## src/hw/rtl/sfce_pkg.sv

```systemverilog
package sfce_pkg;

	// Field widths fixed by the item format.
	localparam int MASK_W  = 18;
	localparam int ANGLE_W = 13;
	localparam int CAL_W   = 12;
	localparam int CHAN_W  = 5;

	// Function codes of an input word.
	localparam logic [1:0] FUNC_START = 2'd0;
	localparam logic [1:0] FUNC_ANGLE = 2'd1;
	localparam logic [1:0] FUNC_CAL   = 2'd2;

	// Spans in sixteenths of a degree (90 and 135 degrees).
	localparam logic [11:0] SPAN_NARROW = 12'd1440;
	localparam logic [11:0] SPAN_WIDE   = 12'd2160;

	// A span divide is a shift (by 32 or 16) and then a divide by 45 or 135.
	localparam logic [7:0]  DIV_NARROW = 8'd45;
	localparam logic [7:0]  DIV_WIDE   = 8'd135;
	// Reciprocals scaled by 2^24, rounded down.
	localparam logic [18:0] RCP_NARROW = 19'd372827;
	localparam logic [18:0] RCP_WIDE   = 19'd124275;

	// Byte split of the pulse: hundreds and remainder.
	localparam logic [7:0]  DIV_BASE = 8'd100;
	// Reciprocal of 100 scaled by 2^20, rounded down.
	localparam logic [13:0] RCP_BASE = 14'd10485;

	// One calibration entry.
	typedef struct packed {
		logic              narrow;
		logic [CAL_W-1:0]  cmax;
		logic [CAL_W-1:0]  cmid;
		logic [CAL_W-1:0]  cmin;
	} cal_t;

	// Arithmetic steps of the datapath sequencer.
	typedef enum logic [2:0] {
		OP_NONE,
		OP_MUL,
		OP_SUM,
		OP_RECIP,
		OP_CHECK,
		OP_FIX,
		OP_DIV,
		OP_FIX100
	} dp_op_t;

	// Source of an emitted byte.
	typedef enum logic [1:0] {
		SEL_ZERO,
		SEL_ONE,
		SEL_HI,
		SEL_LO
	} byte_sel_t;

	// Commands from the controller to the datapath.
	typedef struct packed {
		logic      ld_angle;
		logic      cal_wr;
		dp_op_t    op;
		logic      emit;
		byte_sel_t emit_sel;
		logic      last;
	} cmd_t;

	// Status from the datapath to the controller.
	typedef struct packed {
		logic out_free;
	} sts_t;

endpackage

```

## src/hw/rtl/sfce_ctrl.sv

```systemverilog
module sfce_ctrl #(
	parameter int NUM_CHANNELS = 18,
	parameter int CNT_W        = 5,
	parameter int IDX_W        = 5
) (
	input  logic                        clk,
	input  logic                        arst_n,
	input  logic                        item_valid,
	output logic                        item_stall,
	input  logic [1:0]                  func,
	input  logic [sfce_pkg::MASK_W-1:0] pin_mask,
	input  logic [sfce_pkg::CHAN_W-1:0] channel,
	input  sfce_pkg::sts_t              sts,
	output sfce_pkg::cmd_t              cmd,
	output logic [IDX_W-1:0]            rd_idx
);
	import sfce_pkg::*;

	typedef enum logic [3:0] {
		ST_IDLE,
		ST_SCAN,
		ST_UHI,
		ST_ULO,
		ST_MUL,
		ST_SUM,
		ST_RECIP,
		ST_CHECK,
		ST_FIX,
		ST_DIV,
		ST_FIX100,
		ST_MHI,
		ST_MLO
	} state_t;

	state_t              state_q;
	logic [MASK_W-1:0]   mask_q;
	logic [CNT_W-1:0]    cnt_q;
	logic                open_q;

	logic                accept;
	logic                cnt_in_range;
	logic                cnt_is_last;
	logic                chan_ok;
	logic [MASK_W-1:0]   mask_sh;
	logic                sel_cur;

	// Decode of the current channel and of the incoming word.
	assign accept       = (state_q == ST_IDLE) && item_valid;
	assign cnt_in_range = cnt_q < CNT_W'(NUM_CHANNELS);
	assign cnt_is_last  = cnt_q == CNT_W'(NUM_CHANNELS - 1);
	assign chan_ok      = {1'b0, channel} < (CHAN_W + 1)'(NUM_CHANNELS);
	assign mask_sh      = mask_q >> cnt_q;
	assign sel_cur      = mask_sh[0];
	assign item_stall   = state_q != ST_IDLE;
	assign rd_idx       = cnt_q[IDX_W-1:0];

	// Command decode from the state.
	always_comb begin
		cmd          = '0;
		cmd.op       = OP_NONE;
		cmd.emit_sel = SEL_ZERO;
		unique case (state_q)
			ST_IDLE: begin
				cmd.ld_angle = accept && (func == FUNC_ANGLE) && open_q && cnt_in_range;
				cmd.cal_wr   = accept && (func == FUNC_CAL) && chan_ok;
			end
			ST_SCAN: ;
			ST_UHI: begin
				cmd.emit     = sts.out_free;
				cmd.emit_sel = SEL_ZERO;
			end
			ST_ULO: begin
				cmd.emit     = sts.out_free;
				cmd.emit_sel = SEL_ONE;
				cmd.last     = cnt_is_last;
			end
			ST_MUL:    cmd.op = OP_MUL;
			ST_SUM:    cmd.op = OP_SUM;
			ST_RECIP:  cmd.op = OP_RECIP;
			ST_CHECK:  cmd.op = OP_CHECK;
			ST_FIX:    cmd.op = OP_FIX;
			ST_DIV:    cmd.op = OP_DIV;
			ST_FIX100: cmd.op = OP_FIX100;
			ST_MHI: begin
				cmd.emit     = sts.out_free;
				cmd.emit_sel = SEL_HI;
			end
			ST_MLO: begin
				cmd.emit     = sts.out_free;
				cmd.emit_sel = SEL_LO;
				cmd.last     = cnt_is_last;
			end
		endcase
	end

	// Frame sequencer: mask, channel counter and open flag.
	always_ff @(posedge clk or negedge arst_n) begin
		if (!arst_n) begin
			state_q <= ST_IDLE;
			mask_q  <= '0;
			cnt_q   <= '0;
			open_q  <= 1'b0;
		end else begin
			unique case (state_q)
				ST_IDLE: begin
					if (accept) begin
						unique case (func)
							FUNC_START: begin
								mask_q  <= pin_mask;
								cnt_q   <= '0;
								open_q  <= 1'b1;
								state_q <= ST_SCAN;
							end
							FUNC_ANGLE: begin
								if (open_q && cnt_in_range) begin
									state_q <= ST_MUL;
								end
							end
							default: ;
						endcase
					end
				end
				ST_SCAN: begin
					priority if (!cnt_in_range) begin
						open_q  <= 1'b0;
						state_q <= ST_IDLE;
					end else if (sel_cur) begin
						state_q <= ST_IDLE;
					end else begin
						state_q <= ST_UHI;
					end
				end
				ST_UHI: begin
					if (sts.out_free) begin
						state_q <= ST_ULO;
					end
				end
				ST_ULO: begin
					if (sts.out_free) begin
						cnt_q   <= cnt_q + CNT_W'(1);
						state_q <= ST_SCAN;
					end
				end
				ST_MUL:    state_q <= ST_SUM;
				ST_SUM:    state_q <= ST_RECIP;
				ST_RECIP:  state_q <= ST_CHECK;
				ST_CHECK:  state_q <= ST_FIX;
				ST_FIX:    state_q <= ST_DIV;
				ST_DIV:    state_q <= ST_FIX100;
				ST_FIX100: state_q <= ST_MHI;
				ST_MHI: begin
					if (sts.out_free) begin
						state_q <= ST_MLO;
					end
				end
				ST_MLO: begin
					if (sts.out_free) begin
						cnt_q   <= cnt_q + CNT_W'(1);
						state_q <= ST_SCAN;
					end
				end
			endcase
		end
	end

`ifndef SYNTHESIS
	// An open frame waiting for an angle always points at a selected channel.
	a_open_points_selected: assert property (@(posedge clk) disable iff (!arst_n)
		(state_q == ST_IDLE && open_q) |-> (cnt_in_range && sel_cur))
		else $error("open frame waits on an unselected or out-of-range channel");

	// The final byte of a frame moves the counter past the last channel.
	a_last_ends_frame: assert property (@(posedge clk) disable iff (!arst_n)
		(cmd.emit && cmd.last) |=> (state_q == ST_SCAN && cnt_q == CNT_W'(NUM_CHANNELS)))
		else $error("final byte did not end the frame");

	// The controller leaves idle only on an accepted word.
	a_idle_holds: assert property (@(posedge clk) disable iff (!arst_n)
		(state_q == ST_IDLE && !item_valid) |=> (state_q == ST_IDLE))
		else $error("controller left idle without an input word");
`endif

endmodule

```

## src/hw/rtl/sfce_dp.sv

```systemverilog
module sfce_dp #(
	parameter int NUM_CHANNELS = 18,
	parameter int PULSE_WIDTH  = 12,
	parameter int IDX_W        = 5
) (
	input  logic                               clk,
	input  logic                               arst_n,
	input  sfce_pkg::cmd_t                     cmd,
	output sfce_pkg::sts_t                     sts,
	input  logic [IDX_W-1:0]                   rd_idx,
	input  logic [IDX_W-1:0]                   wr_idx,
	input  logic signed [sfce_pkg::ANGLE_W-1:0] angle,
	input  logic [sfce_pkg::CAL_W-1:0]         cal_min,
	input  logic [sfce_pkg::CAL_W-1:0]         cal_mid,
	input  logic [sfce_pkg::CAL_W-1:0]         cal_max,
	input  logic                               narrow_span,
	input  logic                               byte_stall,
	output logic                               byte_valid,
	output logic [7:0]                         msg_byte,
	output logic                               is_last
);
	import sfce_pkg::*;

	localparam int PMAX = (1 << PULSE_WIDTH) - 1;

	cal_t                       cal_mem [NUM_CHANNELS];
	cal_t                       cal_rd_q;
	logic signed [ANGLE_W-1:0]  angle_q;
	logic signed [26:0]         prod_q;
	logic [23:0]                basexs_q;
	logic [27:0]                num_q;
	logic [20:0]                m_q;
	logic [15:0]                q_q;
	logic [23:0]                qd_q;
	logic [PULSE_WIDTH-1:0]     pulse_q;
	logic [7:0]                 h_q;
	logic [7:0]                 hi_q;
	logic [7:0]                 lo_q;
	logic                       byte_valid_q;
	logic [7:0]                 byte_q;
	logic                       last_q;

	logic                       pos;
	logic [11:0]                span;
	logic [7:0]                 dv;
	logic [18:0]                rcp;
	logic signed [13:0]         x;
	logic signed [12:0]         d;
	logic [CAL_W-1:0]           base;
	logic [20:0]                m;
	logic [39:0]                rmul;
	logic [23:0]                r;
	logic [15:0]                qc;
	logic [27:0]                p100;
	logic [14:0]                hd;
	logic [14:0]                rem;
	logic [7:0]                 out_mux;

	// Calibration store: one write port, one registered read port.
	always_ff @(posedge clk) begin
		if (cmd.cal_wr) begin
			cal_mem[wr_idx] <= '{narrow: narrow_span, cmax: cal_max,
				cmid: cal_mid, cmin: cal_min};
		end
		if (cmd.ld_angle) begin
			cal_rd_q <= cal_mem[rd_idx];
			angle_q  <= angle;
		end
	end

	// Segment choice and span constants of the current entry.
	always_comb begin
		pos  = !angle_q[ANGLE_W-1];
		span = cal_rd_q.narrow ? SPAN_NARROW : SPAN_WIDE;
		dv   = cal_rd_q.narrow ? DIV_NARROW : DIV_WIDE;
		rcp  = cal_rd_q.narrow ? RCP_NARROW : RCP_WIDE;
		if (pos) begin
			x    = 14'(angle_q);
			d    = signed'({1'b0, cal_rd_q.cmax}) - signed'({1'b0, cal_rd_q.cmid});
			base = cal_rd_q.cmid;
		end else begin
			x    = 14'(angle_q) + signed'({2'b00, span});
			d    = signed'({1'b0, cal_rd_q.cmid}) - signed'({1'b0, cal_rd_q.cmin});
			base = cal_rd_q.cmin;
		end
	end

	// Per-step arithmetic; a negative numerator is divided too, and the fix step then clamps the pulse to zero.
	always_comb begin
		m    = cal_rd_q.narrow ? {1'b0, num_q[24:5]} : num_q[24:4];
		rmul = 40'(m) * 40'(rcp);
		r    = {3'b000, m_q} - qd_q;
		qc   = q_q + 16'(r >= 24'(dv));
		p100 = 28'(pulse_q) * 28'(RCP_BASE);
		hd   = 15'(h_q) * 15'(DIV_BASE);
		rem  = 15'(pulse_q) - hd;
	end

	// Sequenced datapath registers.
	always_ff @(posedge clk) begin
		unique case (cmd.op)
			OP_NONE: ;
			OP_MUL: begin
				prod_q   <= 27'(x) * 27'(d);
				basexs_q <= 24'(base) * 24'(span);
			end
			OP_SUM: begin
				num_q <= 28'(prod_q) + 28'(basexs_q);
			end
			OP_RECIP: begin
				m_q <= m;
				q_q <= rmul[39:24];
			end
			OP_CHECK: begin
				qd_q <= 24'(q_q) * 24'(dv);
			end
			OP_FIX: begin
				priority if (num_q[27]) begin
					pulse_q <= '0;
				end else if (qc > 16'(PMAX)) begin
					pulse_q <= PULSE_WIDTH'(PMAX);
				end else begin
					pulse_q <= qc[PULSE_WIDTH-1:0];
				end
			end
			OP_DIV: begin
				h_q <= p100[27:20];
			end
			OP_FIX100: begin
				if (rem >= 15'(DIV_BASE)) begin
					hi_q <= h_q + 8'd1;
					lo_q <= 8'(rem - 15'(DIV_BASE));
				end else begin
					hi_q <= h_q;
					lo_q <= 8'(rem);
				end
			end
		endcase
	end

	// Output word selection.
	always_comb begin
		unique case (cmd.emit_sel)
			SEL_ZERO: out_mux = 8'd0;
			SEL_ONE:  out_mux = 8'd1;
			SEL_HI:   out_mux = hi_q;
			SEL_LO:   out_mux = lo_q;
		endcase
	end

	// Output register with its valid flag.
	always_ff @(posedge clk or negedge arst_n) begin
		if (!arst_n) begin
			byte_valid_q <= 1'b0;
		end else if (cmd.emit) begin
			byte_valid_q <= 1'b1;
		end else if (!byte_stall) begin
			byte_valid_q <= 1'b0;
		end
	end

	always_ff @(posedge clk) begin
		if (cmd.emit) begin
			byte_q <= out_mux;
			last_q <= cmd.last;
		end
	end

	assign sts.out_free = !byte_valid_q || !byte_stall;
	assign byte_valid   = byte_valid_q;
	assign msg_byte     = byte_q;
	assign is_last      = last_q;

`ifndef SYNTHESIS
	// A new word is loaded only when the previous one has gone or is leaving.
	a_no_overrun: assert property (@(posedge clk) disable iff (!arst_n)
		cmd.emit |-> (!byte_valid_q || !byte_stall))
		else $error("output word overwritten while stalled");

	// The remainder byte is always below one hundred.
	a_rem_range: assert property (@(posedge clk) disable iff (!arst_n)
		(cmd.op == OP_FIX100) |=> (lo_q < DIV_BASE))
		else $error("pulse remainder out of range");

	// A negative numerator saturates the pulse to zero.
	a_neg_zero: assert property (@(posedge clk) disable iff (!arst_n)
		(cmd.op == OP_FIX && num_q[27]) |=> (pulse_q == '0))
		else $error("negative pulse not clamped to zero");
`endif

endmodule

```

## src/hw/rtl/servo_frame_calibrated_encoder.sv

```systemverilog
// Servo frame encoder with per-channel piecewise-linear calibration.
// Input channel (item_valid / item_stall): one word per handshake, decoded by
// func: start a frame with pin_mask, supply the next angle, or write the
// calibration entry of one channel. Output channel (byte_valid / byte_stall):
// one frame byte per word, pulse hundreds then pulse remainder for each
// channel, with is_last on the second byte of the final channel.
// A start word scans and loads both bytes of each unselected channel before
// the first selected one. An angle word runs the seven sequencer steps of the
// shared mapping and byte-split datapath, two byte loads and one scan, then a
// scan and two byte loads for each unselected channel that follows. The frame
// sequencer handles one word at a time and holds item_stall high until that
// word's bytes are all loaded; the last byte may still wait in the output
// register while the next word is accepted. A valid byte held by byte_stall
// stays in the output register and the sequencer waits at its byte loads.
// Reset clears the frame state and the output valid; the calibration store is
// not cleared and each channel must be written before its angles are sent.
module servo_frame_calibrated_encoder #(
	parameter int NUM_CHANNELS = 18,
	parameter int PULSE_WIDTH  = 12
) (
	input  logic               clk,
	input  logic               arst_n,
	input  logic               item_valid,
	output logic               item_stall,
	input  logic [1:0]         func,
	input  logic [17:0]        pin_mask,
	input  logic signed [12:0] angle,
	input  logic [4:0]         channel,
	input  logic [11:0]        cal_min,
	input  logic [11:0]        cal_mid,
	input  logic [11:0]        cal_max,
	input  logic               narrow_span,
	output logic               byte_valid,
	input  logic               byte_stall,
	output logic [7:0]         msg_byte,
	output logic               is_last
);
	import sfce_pkg::*;

	localparam int IDX_W = (NUM_CHANNELS > 1) ? $clog2(NUM_CHANNELS) : 1;
	localparam int CNT_W = $clog2(NUM_CHANNELS + 1);

	cmd_t             cmd;
	sts_t             sts;
	logic [IDX_W-1:0] rd_idx;

	// Frame controller.
	sfce_ctrl #(
		.NUM_CHANNELS(NUM_CHANNELS),
		.CNT_W       (CNT_W),
		.IDX_W       (IDX_W)
	) u_ctrl (
		.clk       (clk),
		.arst_n    (arst_n),
		.item_valid(item_valid),
		.item_stall(item_stall),
		.func      (func),
		.pin_mask  (pin_mask),
		.channel   (channel),
		.sts       (sts),
		.cmd       (cmd),
		.rd_idx    (rd_idx)
	);

	// Calibration store, pulse mapping and output register.
	sfce_dp #(
		.NUM_CHANNELS(NUM_CHANNELS),
		.PULSE_WIDTH (PULSE_WIDTH),
		.IDX_W       (IDX_W)
	) u_dp (
		.clk        (clk),
		.arst_n     (arst_n),
		.cmd        (cmd),
		.sts        (sts),
		.rd_idx     (rd_idx),
		.wr_idx     (channel[IDX_W-1:0]),
		.angle      (angle),
		.cal_min    (cal_min),
		.cal_mid    (cal_mid),
		.cal_max    (cal_max),
		.narrow_span(narrow_span),
		.byte_stall (byte_stall),
		.byte_valid (byte_valid),
		.msg_byte   (msg_byte),
		.is_last    (is_last)
	);

endmodule

```

## config.mk

```make
export PLATFORM = sky130hd
export DESIGN_NAME = servo_frame_calibrated_encoder
export DESIGN_NICKNAME = d
export VERILOG_FILES = /design/src/hw/rtl/sfce_pkg.sv /design/src/hw/rtl/sfce_ctrl.sv /design/src/hw/rtl/sfce_dp.sv /design/src/hw/rtl/servo_frame_calibrated_encoder.sv
export SDC_FILE = /design/constraint.sdc
export NUM_CORES = 2
export LEC_CHECK = 0
export ABC_AREA = 1
export BUFFER_PORTS_ARGS = -buffer_cell sky130_fd_sc_hd__buf_2
export CAP_MARGIN = 20
export CORE_MARGIN = 2
export CORE_UTILIZATION = 50
export CTS_BUF_LIST = sky130_fd_sc_hd__clkbuf_16
export CTS_CLUSTER_DIAMETER = 100
export CTS_CLUSTER_SIZE = 8
export DETAILED_ROUTE_END_ITERATION = 7
export PLACE_DENSITY = 0.66
export SLEW_MARGIN = 20
export SYNTH_ARGS = -nofsm -noshare
export SYNTH_HDL_FRONTEND = slang
export SYNTH_SLANG_ARGS = --single-unit
```

## constraint.sdc

```tcl
create_clock -name clk -period 15.4 [get_ports clk]
set_clock_uncertainty 0.1 [all_clocks]
set_input_delay 3.08 -clock clk [delete_from_list [all_inputs] [get_ports clk]]
set_output_delay 3.08 -clock clk [all_outputs]
set_load 0.02 [all_outputs]
```

==> reports/qor.txt <==
Die Span Y: 359 um
Synth Area in Compound Gates: 8.93%
Fin Setup TNS: 0 ps
area delta synth->final: 9.96%
Synth Register Bits: 913
RSZ-0062 raised after global routing: false
Crit Path Max Fanout: 55
pin count of the biggest net entering global routing: 177
vias: 43,500
vias in the first global route: 43,700
final max-slew violation count: 0
Final Hold Fails: 0
DRT iter0 DRCs: 3,752
EDFF count, synth: 884
crit-path max cell delay: 640 ps
Setup Buffers After CTS: 0
slowest CP cell: fa_1
drc violations: 0
post-synthesis adder-cell area fraction: 26.8%
Starting Density: 50.4%
final worst path period share: 52.2%
# H-tree levels: 4
gpl congestion: 0.969
GRT Overall Usage: 24.9%
clk_lat worst skew: 760 ps
Hold Buf Count CTS: 0
final net count: 7,407
Detail Route Antenna Nets: 0
placeable core area: 125,000 sq um
IO Count: 90
most used cell, CP: nand2_1
headroom to the max-slew limit: 30.6%
most common flop cell mapped by yosys: edfxtp_1
count of buffers from port buffering: 89
main combinational cell family by area after synthesis: adder cells
initial antenna violation count: 13
f_max: 124 MHz
R2R Setup Slk: 7360 ps
CTS Sinks: 913
WL final: 159 mm
hold path cells: 2
Cell Area, Synth: 63,100 sq um
post-CTS sizing: 0
worst reg2reg path startpoint: u_dp.cal_rd_q[36]
simple-gate area share of the yosys netlist: 11.2%
layout cells sized above 1: 6.13%
XOR/XNOR Fraction of Synth Area: 2.14%
startpoint types: flip-flop
maximum clock path buffer count: 3
Critical Path AT: 8400 ps
CTS tree: yes
global-route wire length before repair: 249 mm
die area: 129,000 sq um
# rows: 130
Critical R2R Capture: u_dp.prod_q[24]
average routed wire per standard cell: 20.0 um
CP required: 15,760 ps
unique cell type count in the Yosys netlist: 65
Hold Crit Start: u_ctrl.mask_q[6]
register area share after synthesis: 43.2%
Die X: 359 um
CP Class: reg -> reg
Hold Path End: u_ctrl.mask_q[6]
via/cell ratio: 5.46
Clock Tree Root: clkbuf_16
Final Setup Violations: 0
Syn Area/Cell: 10.2 sq um
dpl hpwl: 112 mm
asr flop ratio synth: 3.18%
cell count after synthesis: 6,161
CP endpoint kind: flip-flop
Max Cap Viol: 0
TritonRoute pass-1 iters: 5
outcome: finished, final reports clean
Hold WC Path Type: reg -> reg
fin crit period: 8040 ps
cts bufs inserted: 133
Overflow after GRT: 0
clk slew on worst S/H paths: 50 ps
Worst-Margin Slew: 1040 ps
R2R cell count: 30
Yosys warnings: 0
mux share of post-synthesis cell area: 0%
[sequential cells by signal, summed over array words and instances (netlist names)]
signal and cells:
u_ctrl.open_q 1, u_dp.msg_byte 8, u_dp.cal_mem 666, u_ctrl.rd_idx 5, u_dp.pulse_q 12, u_dp.cal_rd_q 37, u_ctrl.mask_q 18, u_dp.is_last 1
u_dp.byte_valid 1, u_dp.q_q 16, u_dp.angle_q 13, u_ctrl.state_q 4, u_dp.h_q 6, u_dp.hi_q 7, u_dp.num_q 22, u_dp.qd_q 24
u_dp.basexs_q 20, u_dp.m_q 21, u_dp.prod_q 23, u_dp.lo_q 8
[worst max path at each step]
stage                     cells after the start         endpoint  slack (ps)         startpoint
after CTS                                    30  u_dp.prod_q[24]        7410  u_dp.cal_rd_q[36]
after detailed placement                     30  u_dp.prod_q[24]        7480  u_dp.cal_rd_q[36]
final                                        30  u_dp.prod_q[24]        7360  u_dp.cal_rd_q[36]
after global placement                       30  u_dp.prod_q[24]        7510  u_dp.cal_rd_q[36]
after global routing                         29  u_dp.prod_q[26]        6690  u_dp.cal_rd_q[36]
after floorplan                               4  u_dp.angle_q[0]        8040         item_valid
[cells by family (layout without fill, tap and decap cells)]
kind of cell	count (synthesis)	count (layout)
simple gates	1752	1752
buf+inv	1274	1391
compound gates	1025	1025
other cells	2	40
fa+ha+maj	1043	1043
xor+xnor	152	152
flops	913	913
[critical path, delay by kind of cell (launching register included)]
family	cells	cell delay (ps)
adders and majority gates	8	3750
and+or+nand+nor	11	1760
buffers and inverters	5	830
AOI/OAI and AO/OA	5	770
DFF	1	320
xor gates and xnor gates	1	140
[layout make-up]
class	instances	area, sq um
clock buffer	135	3380
tap	1650	2060
multi-input combinational	4008	31300
timing repair buffer	135	823
clock inverter	27	428
inverter	1094	4120
fill	10800	56000
sequential	913	27300
antenna	4	10.0
[cells in the final DEF, fill, tap and decap left out, types with 5 or more instances in the layout]
master,n
o21a_1,6
edfxtp_1,884
buf_2,89
a31oi_1,18
nor2_2,6
conb_1,36
inv_2,26
xnor2_1,40
nor2_1,592
xor2_1,109
nand3_1,125
nor3_1,27
o21ai_1,40
ha_1,529
o21ai_2,8
o21ai_0,445
nand2_2,5
a21oi_1,265
nor2_4,25
a22o_1,6
nand4_1,49
o211ai_1,12
or2_2,5
clkbuf_16,135
nor4_1,9
inv_1,1072
fa_1,514
a221oi_1,6
a21o_1,12
and2_1,5
clkinv_16,9
o22ai_1,169
buf_4,44
nand2_1,883
o21bai_1,12
dfrtp_1,26
[synthesized netlist by cell type, types with 3 or more instances]
| cell type | instances | area, sq um |
|---|---|---|
| nor2_2 | 4 | 25.0 |
| a21boi_0 | 4 | 30.0 |
| o21bai_1 | 12 | 90.1 |
| o21ai_1 | 39 | 195 |
| or2_2 | 5 | 31.3 |
| edfxtp_1 | 884 | 26500 |
| and2_1 | 5 | 31.3 |
| a211oi_1 | 3 | 22.5 |
| xor2_2 | 3 | 48.8 |
| inv_1 | 1063 | 3990 |
| o21a_1 | 6 | 45.0 |
| a221oi_1 | 6 | 52.6 |
| clkinv_1 | 4 | 15.0 |
| o31ai_1 | 3 | 22.5 |
| clkbuf_1 | 118 | 443 |
| o21ai_0 | 447 | 2240 |
| o211ai_1 | 12 | 90.1 |
| nand3b_1 | 4 | 30.0 |
| inv_2 | 26 | 97.6 |
| o21ai_2 | 7 | 61.3 |
| nand2_1 | 883 | 3310 |
| dfrtp_1 | 29 | 726 |
| nor3_1 | 28 | 140 |
| a31oi_1 | 18 | 113 |
| a22o_1 | 6 | 52.6 |
| o22ai_1 | 169 | 1060 |
| buf_1 | 9 | 33.8 |
| o221ai_1 | 3 | 26.3 |
| nand2_2 | 5 | 31.3 |
| nand3_1 | 125 | 626 |
| nor4_1 | 9 | 56.3 |
| a21oi_1 | 265 | 1330 |
| xnor2_1 | 40 | 350 |
| ha_1 | 529 | 6620 |
| fa_1 | 514 | 10300 |
| buf_4 | 4 | 30.0 |
| nand4_1 | 49 | 307 |
| nand3_2 | 3 | 30.0 |
| buf_2 | 48 | 240 |
| a21o_1 | 12 | 90.1 |
| xor2_1 | 109 | 955 |
| nor2_1 | 618 | 2320 |
[metal layers]
metal  up-vias  global-route usage [%]  part of all wire [%]
met1     21300                    34.5                    43
met5         -                       0                 0.053
li1      20600                       -                     -
met3       258                    3.87                   6.6
met4        12                    7.03                   2.5
met2      1393                    40.9                    48
[through the flow]
step	util, %	instances	worst slack, ps	hold slack [ps]	cell area, sq um
after CTS	55.3	7960	7410	380	69400
after detailed placement	52.3	7798	7480	367	65600
final	55.4	7966	7360	380	69400
after global placement	52.3	7798	7510	359	65600
after global routing	55.4	7964	6690	400	69400
after floorplan	-	6195	8040	344	63300
Power is not shown: default switching activity piles up to over one toggle a cycle in this logic, so the estimate is an artifact.
